File: config.mk
export PLATFORM = sky130hd
export DESIGN_NAME = symmetric_fir11_mirror_line_core
export DESIGN_NICKNAME = d
export VERILOG_FILES = /design/src/rtl/sfm_pkg.sv /design/src/rtl/sfm_front.sv /design/src/rtl/sfm_queue.sv /design/src/rtl/sfm_back.sv /design/src/rtl/symmetric_fir11_mirror_line_core.sv
export SDC_FILE = /design/constraint.sdc
export NUM_CORES = 2
export LEC_CHECK = 0
export BUFFER_PORTS_ARGS = -buffer_cell sky130_fd_sc_hd__buf_2
export CORE_ASPECT_RATIO = 0.75
export CORE_UTILIZATION = 55
export DETAILED_ROUTE_END_ITERATION = 16
export PLACE_DENSITY = 0.71
export SYNTH_ARGS = -nofsm -noshare
export SYNTH_HDL_FRONTEND = slang
export SYNTH_SLANG_ARGS = --single-unit
File: constraint.sdc
create_clock -name clk -period 12 [get_ports clk]
set_input_delay 0.6 -clock clk [delete_from_list [all_inputs] [get_ports clk]]
set_output_delay 0.6 -clock clk [all_outputs]
set_load 0.01 [all_outputs]
File: src/rtl/sfm_pkg.sv
`timescale 1ns / 1ps
`default_nettype none
// ----------------------------------------------------------------------------
// sfm_pkg: shared types and constants of the symmetric 11-tap line filter
// Sizes, register indexes and the job record passed from front to back end.
// ----------------------------------------------------------------------------
package sfm_pkg;

  // Filter geometry
  localparam int TAPS      = 11;
  localparam int HALF_TAPS = 5;
  localparam int NUM_COEF  = HALF_TAPS + 1;
  localparam int DIST_W    = $clog2(TAPS);

  // Data widths
  localparam int PIX_W          = 8;
  localparam int PAIR_W         = PIX_W + 1;
  localparam int COEF_W         = 16;
  localparam int COEF_FRAC_BITS = 14;
  localparam int PROD_W         = COEF_W + PAIR_W + 1;
  localparam int RAW_W          = 28;

  // Line bookkeeping
  localparam int MAX_LINE = 1024;
  localparam int LEN_W    = 11;
  localparam int POS_W    = $clog2(MAX_LINE);
  localparam int PC_W     = 4;
  localparam int J_W      = 3;

  // Job queue between front and back end
  localparam int QDEPTH = 4;
  localparam int QPTR_W = $clog2(QDEPTH);
  localparam int QCNT_W = QPTR_W + 1;

  // Configuration port
  localparam int CFG_IDX_W = 3;
  localparam int CFG_DAT_W = 16;

  localparam logic [CFG_IDX_W-1:0] REG_COEF_CENTRE = 3'd0;
  localparam logic [CFG_IDX_W-1:0] REG_COEF_OFF1   = 3'd1;
  localparam logic [CFG_IDX_W-1:0] REG_COEF_OFF2   = 3'd2;
  localparam logic [CFG_IDX_W-1:0] REG_COEF_OFF3   = 3'd3;
  localparam logic [CFG_IDX_W-1:0] REG_COEF_OFF4   = 3'd4;
  localparam logic [CFG_IDX_W-1:0] REG_COEF_OFF5   = 3'd5;
  localparam logic [CFG_IDX_W-1:0] REG_LINE_LENGTH = 3'd6;

  localparam logic [COEF_W-1:0] COEF_ONE       = COEF_W'(1 << COEF_FRAC_BITS);
  localparam logic [LEN_W-1:0]  LINE_LEN_RESET = LEN_W'(512);

  typedef logic [COEF_W-1:0] coef_t;
  typedef coef_t [NUM_COEF-1:0] coef_arr_t;

  // One output to compute: centre sample and pre-added mirror pairs
  typedef struct packed {
    logic                               last;
    logic [HALF_TAPS-1:0][PAIR_W-1:0]   pairs;   // pairs[a-1] goes with coef a
    logic [PIX_W-1:0]                   centre;
  } job_t;

endpackage : sfm_pkg
`default_nettype wire

File: src/rtl/sfm_front.sv
`timescale 1ns / 1ps
`default_nettype none
// ----------------------------------------------------------------------------
// sfm_front: input acceptance, sample window and job builder
// Keeps the 11-sample window and line position, classifies each pixel and
// turns it into zero, one or a flush run of filter jobs with the taps folded.
// ----------------------------------------------------------------------------
module sfm_front import sfm_pkg::*; (
  input  wire logic             clk,
  input  wire logic             rst_n,
  input  wire logic             in_valid,
  output logic                  in_ready,
  input  wire logic [PIX_W-1:0] in_pixel_in,
  input  wire logic             in_line_end,
  input  wire logic [LEN_W-1:0] line_length,
  input  wire logic             q_full,
  output logic                  q_push,
  output job_t                  q_job
);

  logic [PIX_W-1:0]  window_r [TAPS];
  logic [POS_W-1:0]  pos_r;
  logic              task_valid_r;
  logic              task_flush_r;
  logic [PC_W-1:0]   task_pc_r;
  logic [J_W-1:0]    task_j_r;

  logic              accept;
  logic              task_final;
  logic              item_end;
  logic [LEN_W-1:0]  eff_len;
  logic [LEN_W-1:0]  pos_inc;
  logic [DIST_W-1:0] tap_d [TAPS];

  // Distance back from the newest sample to tap i of job j (mirrored, clamped)
  function automatic logic [DIST_W-1:0] tap_dist(input logic [PC_W-1:0] pc,
                                                 input logic [J_W-1:0]  j,
                                                 input logic [3:0]      i);
    logic signed [6:0] p;
    logic signed [6:0] m;
    logic signed [6:0] k;
    logic signed [6:0] d;
    p = $signed({3'b000, pc});
    m = p - ($signed({4'b0000, j}) + 7'sd5 - $signed({3'b000, i}));
    k = (m < 7'sd0) ? -m : m;
    if (k > p) begin
      k = (p <<< 1) - k;
    end
    if (k < 7'sd0) begin
      k = 7'sd0;
    end
    d = p - k;
    if (d < 7'sd0) begin
      d = 7'sd0;
    end
    if (d > 7'sd10) begin
      d = 7'sd10;
    end
    return d[DIST_W-1:0];
  endfunction

  // Classify the incoming pixel
  always_comb begin
    eff_len = line_length;
    if (line_length == '0 || line_length > LEN_W'(MAX_LINE)) begin
      eff_len = LEN_W'(MAX_LINE);
    end
    pos_inc  = {{(LEN_W-POS_W){1'b0}}, pos_r} + LEN_W'(1);
    item_end = in_line_end || (pos_inc >= eff_len);
  end

  // Handshake with the input and the queue
  assign task_final = !task_flush_r || (task_j_r == '0);
  assign q_push     = task_valid_r && !q_full;
  assign in_ready   = !task_valid_r || (q_push && task_final);
  assign accept     = in_valid && in_ready;

  // Fold the taps and pre-add the mirror pairs
  always_comb begin
    for (int i = 0; i < TAPS; i++) begin
      tap_d[i] = tap_dist(task_pc_r, task_j_r, 4'(i));
    end
    q_job.centre = window_r[tap_d[HALF_TAPS]];
    for (int a = 1; a <= HALF_TAPS; a++) begin
      q_job.pairs[a-1] = {1'b0, window_r[tap_d[HALF_TAPS-a]]}
                       + {1'b0, window_r[tap_d[HALF_TAPS+a]]};
    end
    q_job.last = task_flush_r && (task_j_r == '0);
  end

  // Advance window, position and the pending job run
  always_ff @(posedge clk) begin
    if (!rst_n) begin
      for (int i = 0; i < TAPS; i++) begin
        window_r[i] <= '0;
      end
      pos_r        <= '0;
      task_valid_r <= 1'b0;
      task_flush_r <= 1'b0;
      task_pc_r    <= '0;
      task_j_r     <= '0;
    end else if (accept) begin
      window_r[0] <= in_pixel_in;
      for (int i = 1; i < TAPS; i++) begin
        window_r[i] <= window_r[i-1];
      end
      pos_r        <= item_end ? '0 : pos_inc[POS_W-1:0];
      task_valid_r <= item_end || (pos_r >= POS_W'(HALF_TAPS));
      task_flush_r <= item_end;
      task_pc_r    <= (pos_r > POS_W'(15)) ? PC_W'(15) : pos_r[PC_W-1:0];
      if (item_end && pos_r < POS_W'(HALF_TAPS)) begin
        task_j_r <= pos_r[J_W-1:0];
      end else begin
        task_j_r <= J_W'(HALF_TAPS);
      end
    end else if (q_push) begin
      if (task_final) begin
        task_valid_r <= 1'b0;
      end else begin
        task_j_r <= task_j_r - J_W'(1);
      end
    end
  end

endmodule : sfm_front
`default_nettype wire

File: src/rtl/sfm_queue.sv
`timescale 1ns / 1ps
`default_nettype none
// ----------------------------------------------------------------------------
// sfm_queue: job queue between front and back end
// Small first-in first-out buffer so each side can stall on its own.
// ----------------------------------------------------------------------------
module sfm_queue import sfm_pkg::*; (
  input  wire logic clk,
  input  wire logic rst_n,
  input  wire logic push,
  input  wire job_t push_job,
  output logic      full,
  input  wire logic pop,
  output logic      head_valid,
  output job_t      head_job
);

  job_t              entry_r [QDEPTH];
  logic [QPTR_W-1:0] wr_ptr_r;
  logic [QPTR_W-1:0] rd_ptr_r;
  logic [QCNT_W-1:0] count_r;

  assign full       = (count_r == QCNT_W'(QDEPTH));
  assign head_valid = (count_r != '0);
  assign head_job   = entry_r[rd_ptr_r];

  // Store pushed jobs
  always_ff @(posedge clk) begin
    if (push) begin
      entry_r[wr_ptr_r] <= push_job;
    end
  end

  // Track pointers and fill level
  always_ff @(posedge clk) begin
    if (!rst_n) begin
      wr_ptr_r <= '0;
      rd_ptr_r <= '0;
      count_r  <= '0;
    end else begin
      if (push) begin
        wr_ptr_r <= wr_ptr_r + QPTR_W'(1);
      end
      if (pop) begin
        rd_ptr_r <= rd_ptr_r + QPTR_W'(1);
      end
      if (push && !pop) begin
        count_r <= count_r + QCNT_W'(1);
      end else if (pop && !push) begin
        count_r <= count_r - QCNT_W'(1);
      end
    end
  end

endmodule : sfm_queue
`default_nettype wire

File: src/rtl/sfm_back.sv
`timescale 1ns / 1ps
`default_nettype none
// ----------------------------------------------------------------------------
// sfm_back: multiply-accumulate pipeline and output register
// Six coefficient lanes, a two-level adder tree, then rounding and clipping
// into the output register. The whole pipe holds while a result waits.
// ----------------------------------------------------------------------------
module sfm_back import sfm_pkg::*; (
  input  wire logic              clk,
  input  wire logic              rst_n,
  input  wire coef_arr_t         coef,
  input  wire logic              q_valid,
  input  wire job_t              q_job,
  output logic                   q_pop,
  output logic                   out_valid,
  input  wire logic              out_ready,
  output logic signed [RAW_W-1:0] out_filtered_raw,
  output logic [PIX_W-1:0]       out_filtered_pixel,
  output logic                   out_last
);

  localparam int SHR_W = RAW_W - COEF_FRAC_BITS;

  logic                     adv;
  logic                     s1_valid_r;
  logic                     s1_last_r;
  logic signed [PROD_W-1:0] s1_prod_r [NUM_COEF];
  logic                     s2_valid_r;
  logic                     s2_last_r;
  logic signed [RAW_W-1:0]  s2_part_r [3];
  logic                     s3_valid_r;
  logic                     s3_last_r;
  logic signed [RAW_W-1:0]  s3_sum_r;
  logic                     out_valid_r;
  logic                     out_last_r;
  logic signed [RAW_W-1:0]  out_raw_r;
  logic [PIX_W-1:0]         out_pixel_r;
  logic [PIX_W-1:0]         pixel_nxt;
  logic [RAW_W-1:0]         rounded;
  logic [SHR_W-1:0]         scaled;

  assign adv   = !out_valid_r || out_ready;
  assign q_pop = q_valid && adv;

  // Round half up, clip to the pixel range
  always_comb begin
    rounded = s3_sum_r + RAW_W'(1 << (COEF_FRAC_BITS - 1));
    scaled  = rounded[RAW_W-1:COEF_FRAC_BITS];
    if (s3_sum_r[RAW_W-1]) begin
      pixel_nxt = '0;
    end else if (scaled > SHR_W'(255)) begin
      pixel_nxt = PIX_W'(255);
    end else begin
      pixel_nxt = scaled[PIX_W-1:0];
    end
  end

  // Control of the pipeline stages
  always_ff @(posedge clk) begin
    if (!rst_n) begin
      s1_valid_r  <= 1'b0;
      s2_valid_r  <= 1'b0;
      s3_valid_r  <= 1'b0;
      out_valid_r <= 1'b0;
    end else if (adv) begin
      s1_valid_r  <= q_valid;
      s2_valid_r  <= s1_valid_r;
      s3_valid_r  <= s2_valid_r;
      out_valid_r <= s3_valid_r;
    end
  end

  // Multiply, add and round the data
  always_ff @(posedge clk) begin
    if (adv) begin
      s1_last_r    <= q_job.last;
      s1_prod_r[0] <= $signed(coef[0]) * $signed({2'b00, q_job.centre});
      for (int a = 1; a < NUM_COEF; a++) begin
        s1_prod_r[a] <= $signed(coef[a]) * $signed({1'b0, q_job.pairs[a-1]});
      end
      s2_last_r    <= s1_last_r;
      for (int g = 0; g < 3; g++) begin
        s2_part_r[g] <= RAW_W'(s1_prod_r[2*g]) + RAW_W'(s1_prod_r[2*g+1]);
      end
      s3_last_r    <= s2_last_r;
      s3_sum_r     <= s2_part_r[0] + s2_part_r[1] + s2_part_r[2];
      out_last_r   <= s3_last_r;
      out_raw_r    <= s3_sum_r;
      out_pixel_r  <= pixel_nxt;
    end
  end

  assign out_valid          = out_valid_r;
  assign out_filtered_raw   = out_raw_r;
  assign out_filtered_pixel = out_pixel_r;
  assign out_last           = out_last_r;

endmodule : sfm_back
`default_nettype wire

File: src/rtl/symmetric_fir11_mirror_line_core.sv
`timescale 1ns / 1ps
`default_nettype none
// ----------------------------------------------------------------------------
// symmetric_fir11_mirror_line_core: 11-tap symmetric line filter
// Row filter with mirrored line edges, six programmable Q2.14 coefficients,
// raw sum and rounded, clipped pixel out.
// ----------------------------------------------------------------------------
//  Channel  Direction  Handshake            Payload
//  in_      input      in_valid/in_ready    in_pixel_in, in_line_end
//  out_     output     out_valid/out_ready  out_filtered_raw, out_filtered_pixel,
//                                           out_last
//  cfg_     input      cfg_valid/cfg_ready  cfg_index, cfg_data
//
//  Accepts one pixel per cycle while the job queue is not full. The pixel ending a
//  line blocks the input while the job builder issues its flush run.
//  A result passes the queue, multiply, two adder levels, then rounding into
//  the output register.
//  out_ready low holds the back end; the four-entry job queue absorbs it.
//  Reset is synchronous; the window clears at once, there is no clearing pass.
//  cfg_ready is always high.
// ----------------------------------------------------------------------------
module symmetric_fir11_mirror_line_core import sfm_pkg::*; (
  input  wire logic                  clk,
  input  wire logic                  rst_n,
  input  wire logic                  in_valid,
  output logic                       in_ready,
  input  wire logic [PIX_W-1:0]      in_pixel_in,
  input  wire logic                  in_line_end,
  output logic                       out_valid,
  input  wire logic                  out_ready,
  output logic signed [RAW_W-1:0]    out_filtered_raw,
  output logic [PIX_W-1:0]           out_filtered_pixel,
  output logic                       out_last,
  input  wire logic                  cfg_valid,
  output logic                       cfg_ready,
  input  wire logic [CFG_IDX_W-1:0]  cfg_index,
  input  wire logic [CFG_DAT_W-1:0]  cfg_data
);

  coef_arr_t        coef_r;
  logic [LEN_W-1:0] line_len_r;
  logic             q_push;
  logic             q_full;
  logic             q_pop;
  logic             q_valid;
  job_t             push_job;
  job_t             head_job;

  assign cfg_ready = 1'b1;

  // Hold the configuration registers
  always_ff @(posedge clk) begin
    if (!rst_n) begin
      coef_r     <= {{(NUM_COEF-1){COEF_W'(0)}}, COEF_ONE};
      line_len_r <= LINE_LEN_RESET;
    end else if (cfg_valid && cfg_ready) begin
      if (cfg_index inside {[REG_COEF_CENTRE:REG_COEF_OFF5]}) begin
        coef_r[cfg_index] <= cfg_data;
      end else if (cfg_index == REG_LINE_LENGTH) begin
        line_len_r <= cfg_data[LEN_W-1:0];
      end
    end
  end

  sfm_front u_front (
    .clk         (clk),
    .rst_n       (rst_n),
    .in_valid    (in_valid),
    .in_ready    (in_ready),
    .in_pixel_in (in_pixel_in),
    .in_line_end (in_line_end),
    .line_length (line_len_r),
    .q_full      (q_full),
    .q_push      (q_push),
    .q_job       (push_job)
  );

  sfm_queue u_queue (
    .clk        (clk),
    .rst_n      (rst_n),
    .push       (q_push),
    .push_job   (push_job),
    .full       (q_full),
    .pop        (q_pop),
    .head_valid (q_valid),
    .head_job   (head_job)
  );

  sfm_back u_back (
    .clk                (clk),
    .rst_n              (rst_n),
    .coef               (coef_r),
    .q_valid            (q_valid),
    .q_job              (head_job),
    .q_pop              (q_pop),
    .out_valid          (out_valid),
    .out_ready          (out_ready),
    .out_filtered_raw   (out_filtered_raw),
    .out_filtered_pixel (out_filtered_pixel),
    .out_last           (out_last)
  );

  // Queue never takes a job while full
  assert property (@(posedge clk) disable iff (!rst_n) q_push |-> !q_full)
    else $error("job pushed into full queue");

  // Back end only pops a job that is there
  assert property (@(posedge clk) disable iff (!rst_n) q_pop |-> q_valid)
    else $error("job popped from empty queue");

  // Reset drains the output register
  assert property (@(posedge clk) !rst_n |=> !out_valid)
    else $error("result valid right after reset");

endmodule : symmetric_fir11_mirror_line_core
`default_nettype wire

== Yosys cells after proc, flatten, opt, wreduce, memory -nomap -nowiden ==
Memory sizes are Yosys's and may differ from the RTL's. A register that Yosys moved wholly into a read port is not among the register bits.
Index checks and enable logic that the tools add are counted.
W data, S select, Z words.
Cells by class
  $add $sub $neg: 72
  multipliers: 6
  magnitude comparators: 65
  equality and inequality tests: 3
  multiplexer cells: 92
  bitwise operators: 12
  reductions and logical operators: 32
Operator list (count)
  $mux W7: 44
  $lt A7 B1 Y1 const B: 33
  $sub A5 B7 Y7: 22
  $mul A16 B10 Y26: 5
  $bwmux W96: 1
  $mux W8: 12
  $add A26 B26 Y27: 3
  $gt A7 B5 Y1: 11
  $gt A7 B5 Y1 const B: 11
  $neg A7 Y7: 11
  $sub A6 B7 Y7: 11
  $add A28 B28 Y28: 2
  $demux W16 S3: 1
  $mux W4: 12
  $add A8 B8 Y9: 5
  $add A28 B15 Y28 const B: 1
  $sub A7 B4 Y7 const B: 4
  $mul A16 B9 Y25: 1
  $sub A7 B5 Y7 const B: 3
  $mux W3: 6
  $mux W16: 1
  $gt A14 B8 Y1 const B: 1
  $sub A7 B3 Y7 const B: 2
  $add A10 B1 Y11 const B: 1
  other kinds (30): 78
Storage, ports and cells
  bits in registers: 205
  memory bits (writable): 544
  word-level logic and storage cells: 312
  memories: 4
Memory list
  u_queue.entry_r: depth 4, width 54, rd ports 1, clocked after memory_dff 1, write ports 1, RTL line sfm_queue.sv:18  | job_t entry_r [QDEPTH];
  u_back.s1_prod_r: depth 6, width 26, rd ports 6, clocked after memory_dff 0, write ports 6, RTL line sfm_back.sv:27  | logic signed [PROD_W-1:0] s1_prod_r [NUM_COEF];
  u_front.window_r: depth 11, width 8, rd ports 21, clocked after memory_dff 0, write ports 11, RTL line sfm_front.sv:21  | logic [PIX_W-1:0] window_r [TAPS];
  u_back.s2_part_r: depth 3, width 28, rd ports 3, clocked after memory_dff 0, write ports 3, RTL line sfm_back.sv:30  | logic signed [RAW_W-1:0] s2_part_r [3];

== Logic depth before layout (Yosys ltp) ==
An unclocked memory read counts as a cell.
  depth after elaboration: 16
  mapped depth: 48
  mapped depth without buffers: 44

== Hierarchy ==
From an unflattened synthesis, not the netlist that was laid out.
Second synthesis, totals
  cell total of the unflattened synthesis: 8458
  area total of the unflattened synthesis: 81396.8 um^2
By module, submodules not included
  sfm_back: times used 1, cells an instance 4635, area each 45758.9 um^2, sequential area each 9208.8 um^2
  sfm_front: times used 1, cells an instance 3122, area each 23406.2 um^2, sequential area each 3022.9 um^2
  sfm_queue: times used 1, cells an instance 325, area each 8305.5 um^2, sequential area each 6666.4 um^2
  symmetric_fir11_mirror_line_core: times used 1, cells an instance 376, area each 3926.3 um^2, sequential area each 2142.1 um^2

== Worst setup path before layout ==
No wires, ideal clock.
  path type: flip-flop to flip-flop
  start point: reg u_front.task_pc_r[1]
  end point: mem u_queue.entry_r[0][52] (netlist name), data pin
  arrival time: 9.174 ns
  required time: 11.737 ns
  setup slack: 2.564 ns
  cell stages (with the launch flop): 41
  buffers on the path: 5
  period minus slack after synthesis: 9.436 ns
  cells stage by stage: dfxtp_1 -> inv_1 -> fa_1 -> clkbuf_1 -> inv_1 -> ha_1 -> o211ai_1 -> a21boi_0 -> inv_1 -> ha_1 -> nor2b_1 -> o21a_1 -> o21a_1 -> o21ai_0 -> a221o_1 -> and2_0 -> clkbuf_1 -> o221ai_1 -> [... 5 more ...] -> a21boi_0 -> buf_1 -> buf_2 -> buf_2 -> mux4_2 -> a32oi_1 -> o31ai_1 -> ha_1 -> inv_1 -> fa_1 -> inv_1 -> a21oi_1 -> o21bai_1 -> a21oi_1 -> nor2_1 -> o21ai_0 -> nand2b_1 -> a21o_1
RTL lines
  from (decl): RTL line sfm_front.sv:25  | logic [PC_W-1:0] task_pc_r;
  from (signal assigned): RTL line sfm_front.sv:110  | task_pc_r <= (pos_r > POS_W'(15)) ? PC_W'(15) : pos_r[PC_W-1:0];
  to (decl): RTL line sfm_queue.sv:18

==> results by group <==
Outcome
  • Status: complete, no violations

Yosys
  • Post-synthesis instance total: roughly 8,200
  • Sequential area share after synthesis: a little over a quarter
  • Mapped Avg Cell Area: 9.72 um2
  • Register bit total from synthesis: about 750
  • Count of flip-flops with a built-in enable after synthesis: roughly 610
  • Post-synthesis async set-or-reset flop share: 0%
  • Total standard cell area after synthesis: between 80,000 and 90,000 um2
  • Number of warning messages in the yosys log: 0
  • Ys flop type: edfxtp_1
  • Distinct cell type count of the synthesized netlist: 108
  • Syn_nets: 9,685

STA
  • Number of hold-slack violations in the final timing report: 0
  • Final Setup Violations: 0
  • Max-slew violations: 0
  • Achievable clock frequency: about 97 MHz
  • Accumulated negative setup slack: 0 ps
  • Slew of the pin with the lowest slew margin: 1430 ps
  • Final worst clock skew: 64.3 ps
  • Minimum clock period after layout: 10,280 ps
  • Unrepaired setup endpoints after global routing: no
  • Part of the cycle the worst path needs: 85.6%
  • Slew Limit Headroom: under 10%

Finish
  • Final layout net count: 9,523
  • Cell Count, Final, Fillers Out: around 10,000
  • Filler cell count in the final layout: roughly 12,000
  • Area growth from synthesis to layout: 6.00%
  • Share of layout cells above drive strength 1: ~6.5%
  • Leading cell type in the layout, fill and taps excluded: inv_1
  • Most frequent cells in the layout: inv_1, nand2_1, fa_1

Setup path
  • Type of the worst setup path: reg2reg
  • Critical path's slowest cell: a21boi_1
  • Arr. time, crit path: around 11,000 ps
  • Critical R2R Launch: u_front.task_pc_r[1]$_SDFFE_PN0P_
  • Launch point of the critical path: u_front.task_pc_r[1]$_SDFFE_PN0P_
  • Slack of the worst reg-to-reg path: 1720 ps
  • Critical Path End Type: flip-flop
  • R2R Path End: u_queue.entry_r[1][41]$_DFFE_PP_
  • Worst stage delay on the critical path: 1140 ps
  • Peak fanout along the critical path: 16
  • Required time worst endpoint: 12,480 ps
  • Reg2Reg Depth: 38
  • Startpoint kind of the worst setup timing path: flip-flop

Floorplan
  • Overall die width: 443 um
  • Height of the chip: 333 um
  • Cell row count: 120
  • Effective utilization at floorplan: 55.8%
  • Area of the placeable core: 144,000 um2
  • Floorplan die area: approximately 150,000 um2
  • I/O pin count: 73

Pwr
  • Sw Pwr: 0.0118 W
  • Seq pwr share: 22.9%
  • Sw Share: 49.1%
  • Part of the total power dissipated in the clock network: 11.0%
  • Leakage power: about 40 nW
  • Combinational power share: 66.1%
  • Power per unit of standard cell area: roughly 280 nW/um2
  • Internal portion of total power: 0.0123 W
  • Peak supply drop: about 280 uV

Clocking
  • TritonCTS buffer count: 79
  • Postcts setup bufs: 0
  • Worst-path clk slew: 70 ps
  • Post-CTS Resized: 0
  • Number of clock sinks seen by CTS: 747
  • Count of hold-fix buffers inserted at cts: 0
  • Clock root buffer: clkbuf_16
  • Clock buffer depth: 3
  • Worst skew pair latency: 750 ps
  • Clock tree from TritonCTS: built
  • Maximum level of the CTS H-tree: 3

Detailed routing
  • Number of optimization iterations in the first detailed-route pass: 9
  • Met2 routed wirelength: 97.8 mm
  • Met1 wire length: 107 mm
  • Number of design rule violations left after detail routing: 0
  • Routed WL per cell: 24.2 um
  • Uppermost layer routed: met5
  • Total detailed-routing wirelength: approximately 240 mm
  • Met3 Wirelength: slightly below 30 mm
  • Post-DRT Antenna Nets: 0
  • DR vias: slightly above 60,000
  • Initial drt markers: 7,074
  • Per-cell via count in the routed design: about 6.2

GRT
  • Combined global-route utilization of all metal layers: between 30% and 40%
  • Number of antenna violations at the first check in global routing: 16
  • Pin count of the biggest net entering global routing: 167
  • Number of global-route vias before repair: 61,400
  • Wire length of the first global-routing pass: 372 mm
  • Remaining Overflow, GRT: 0

Placed design
  • Cells after DPL: just under 10,000
  • IO Port Bufs: 71
  • Placed wire-length estimate: 181 mm
  • Final estimated routing congestion in global placement: a little over 1

Worst hold path
  • Worst Hold End: u_front.window_r[0][7]$_SDFFCE_PN0P_
  • Hold Path Cell Cnt: 2
  • Class of the tightest hold or removal check: in2reg
  • Hold path startpoint: in_pixel_in[7]

Job
  • Count of max-cap constraint violations: 0
[power by group through the flow]
stage | clock [W] | combinational [W] | sequential, W
floorplan | 0 | 0.0113 | 0.00528
global placement | 0 | 0.0151 | 0.00553
detailed placement | 0 | 0.0154 | 0.00555
CTS | 0.00269 | 0.0155 | 0.00550
global route | 0.00277 | 0.0172 | 0.00556
finish | 0.00266 | 0.0159 | 0.00552
[cell type report]
cell class	count	area (um2)	share of cell area [%]
Multi-Input combinational cell	6060	53700	63.2
Sequential cell	747	21000	24.8
Inverter	1018	3830	4.51
Tap cell	1891	2370	2.79
Clock buffer	99	2170	2.56
Timing Repair Buffer	178	1170	1.38
Clock inverter	49	634	0.747
Antenna cell	12	30.0	0.0354
[worst max-delay path by stage]
stage | to | cells after the start
after floorplan | u_queue.entry_r[0][52]$_DFFE_PP_ | 40
after global placement | u_queue.entry_r[2][15]$_DFFE_PP_ | 33
after detailed placement | u_queue.entry_r[1][15]$_DFFE_PP_ | 33
after CTS | u_queue.entry_r[1][15]$_DFFE_PP_ | 33
after global routing | u_queue.entry_r[3][15]$_DFFE_PP_ | 33
final | u_queue.entry_r[1][41]$_DFFE_PP_ | 38
[flip-flops by register name, indices dropped and copies added, names as in the netlist, 3 cells and up, named ones only]
name	cells
coef_r	96
line_len_r	11
u_back.out_filtered_pixel	8
u_back.out_filtered_raw	28
u_back.s1_prod_r	155
u_back.s2_part_r	81
u_back.s3_sum_r	28
u_front.pos_r	10
u_front.task_j_r	3
u_front.task_pc_r	4
u_front.window_r	88
u_queue.count_r	3
u_queue.entry_r	216
[metrics by stage]
stage / total power, W / cell area [um2] / setup WS (ps) / util, % / hold slack, ps
floorplan: 0.0166 / 80100 / 2560 / - / 400
global placement: 0.0206 / 82100 / 2150 / 57.1 / 401
detailed placement: 0.0210 / 82100 / 1930 / 57.1 / 405
CTS: 0.0237 / 84900 / 1890 / 59.1 / 136
global route: 0.0256 / 84900 / 1090 / 59.1 / 173
finish: 0.0241 / 84900 / 1720 / 59.1 / 169
[cell families after synthesis]
logic type | after synthesis | share of synthesized area [%]
simple gates | 2399 | 15.0
xor+xnor | 369 | 4.04
flops | 747 | 26.3
mux | 331 | 5.15
buf+inv | 1439 | 6.83
fa+ha+maj | 1406 | 29.2
compound gates | 1554 | 13.5
other cells | 1 | 0.00468
[synthesized netlist by cell type (all sizes together), types with 46 or more instances]
cell type  number  area share, %
a221oi         91            1.0
a21oi         345            2.2
clkbuf        283            1.3
and2          612            4.8
mux2           66           0.93
nor2          318            1.5
xor2           89           0.98
o21ai         222            1.4
and3          155            1.2
nand3         147           0.92
a21o          129            1.2
a21boi        128            1.2
o21a           67           0.63
inv          1014            4.8
nor2b          76           0.59
fa            769             19
xnor2         280            3.1
edfxtp        608             23
dfxtp         139            3.5
nor3          105           0.67
buf           138           0.73
nand2         800            3.7
o211ai         84           0.79
ha            637            9.9
mux2i         207            2.6
a211oi         76           0.75
nand2b         46           0.36
mux4           58            1.6
[worst max-delay path, delay by kind of cell, from the launching register on]
kind / cells / cell delay, ps
flops: 1 / 700
simple gates: 10 / 1630
compound gates: 15 / 3460
buf+inv: 5 / 850
xor+xnor: 2 / 570
fa+ha+maj: 6 / 2780
[layer usage]
layer	track usage, %	vias up
met4	11.9	2
li1	-	27900
met1	47.7	30900
met2	46.5	2920
met3	10.4	570
met5	0	-
Note: power is estimated with default switching activity, not from simulation.
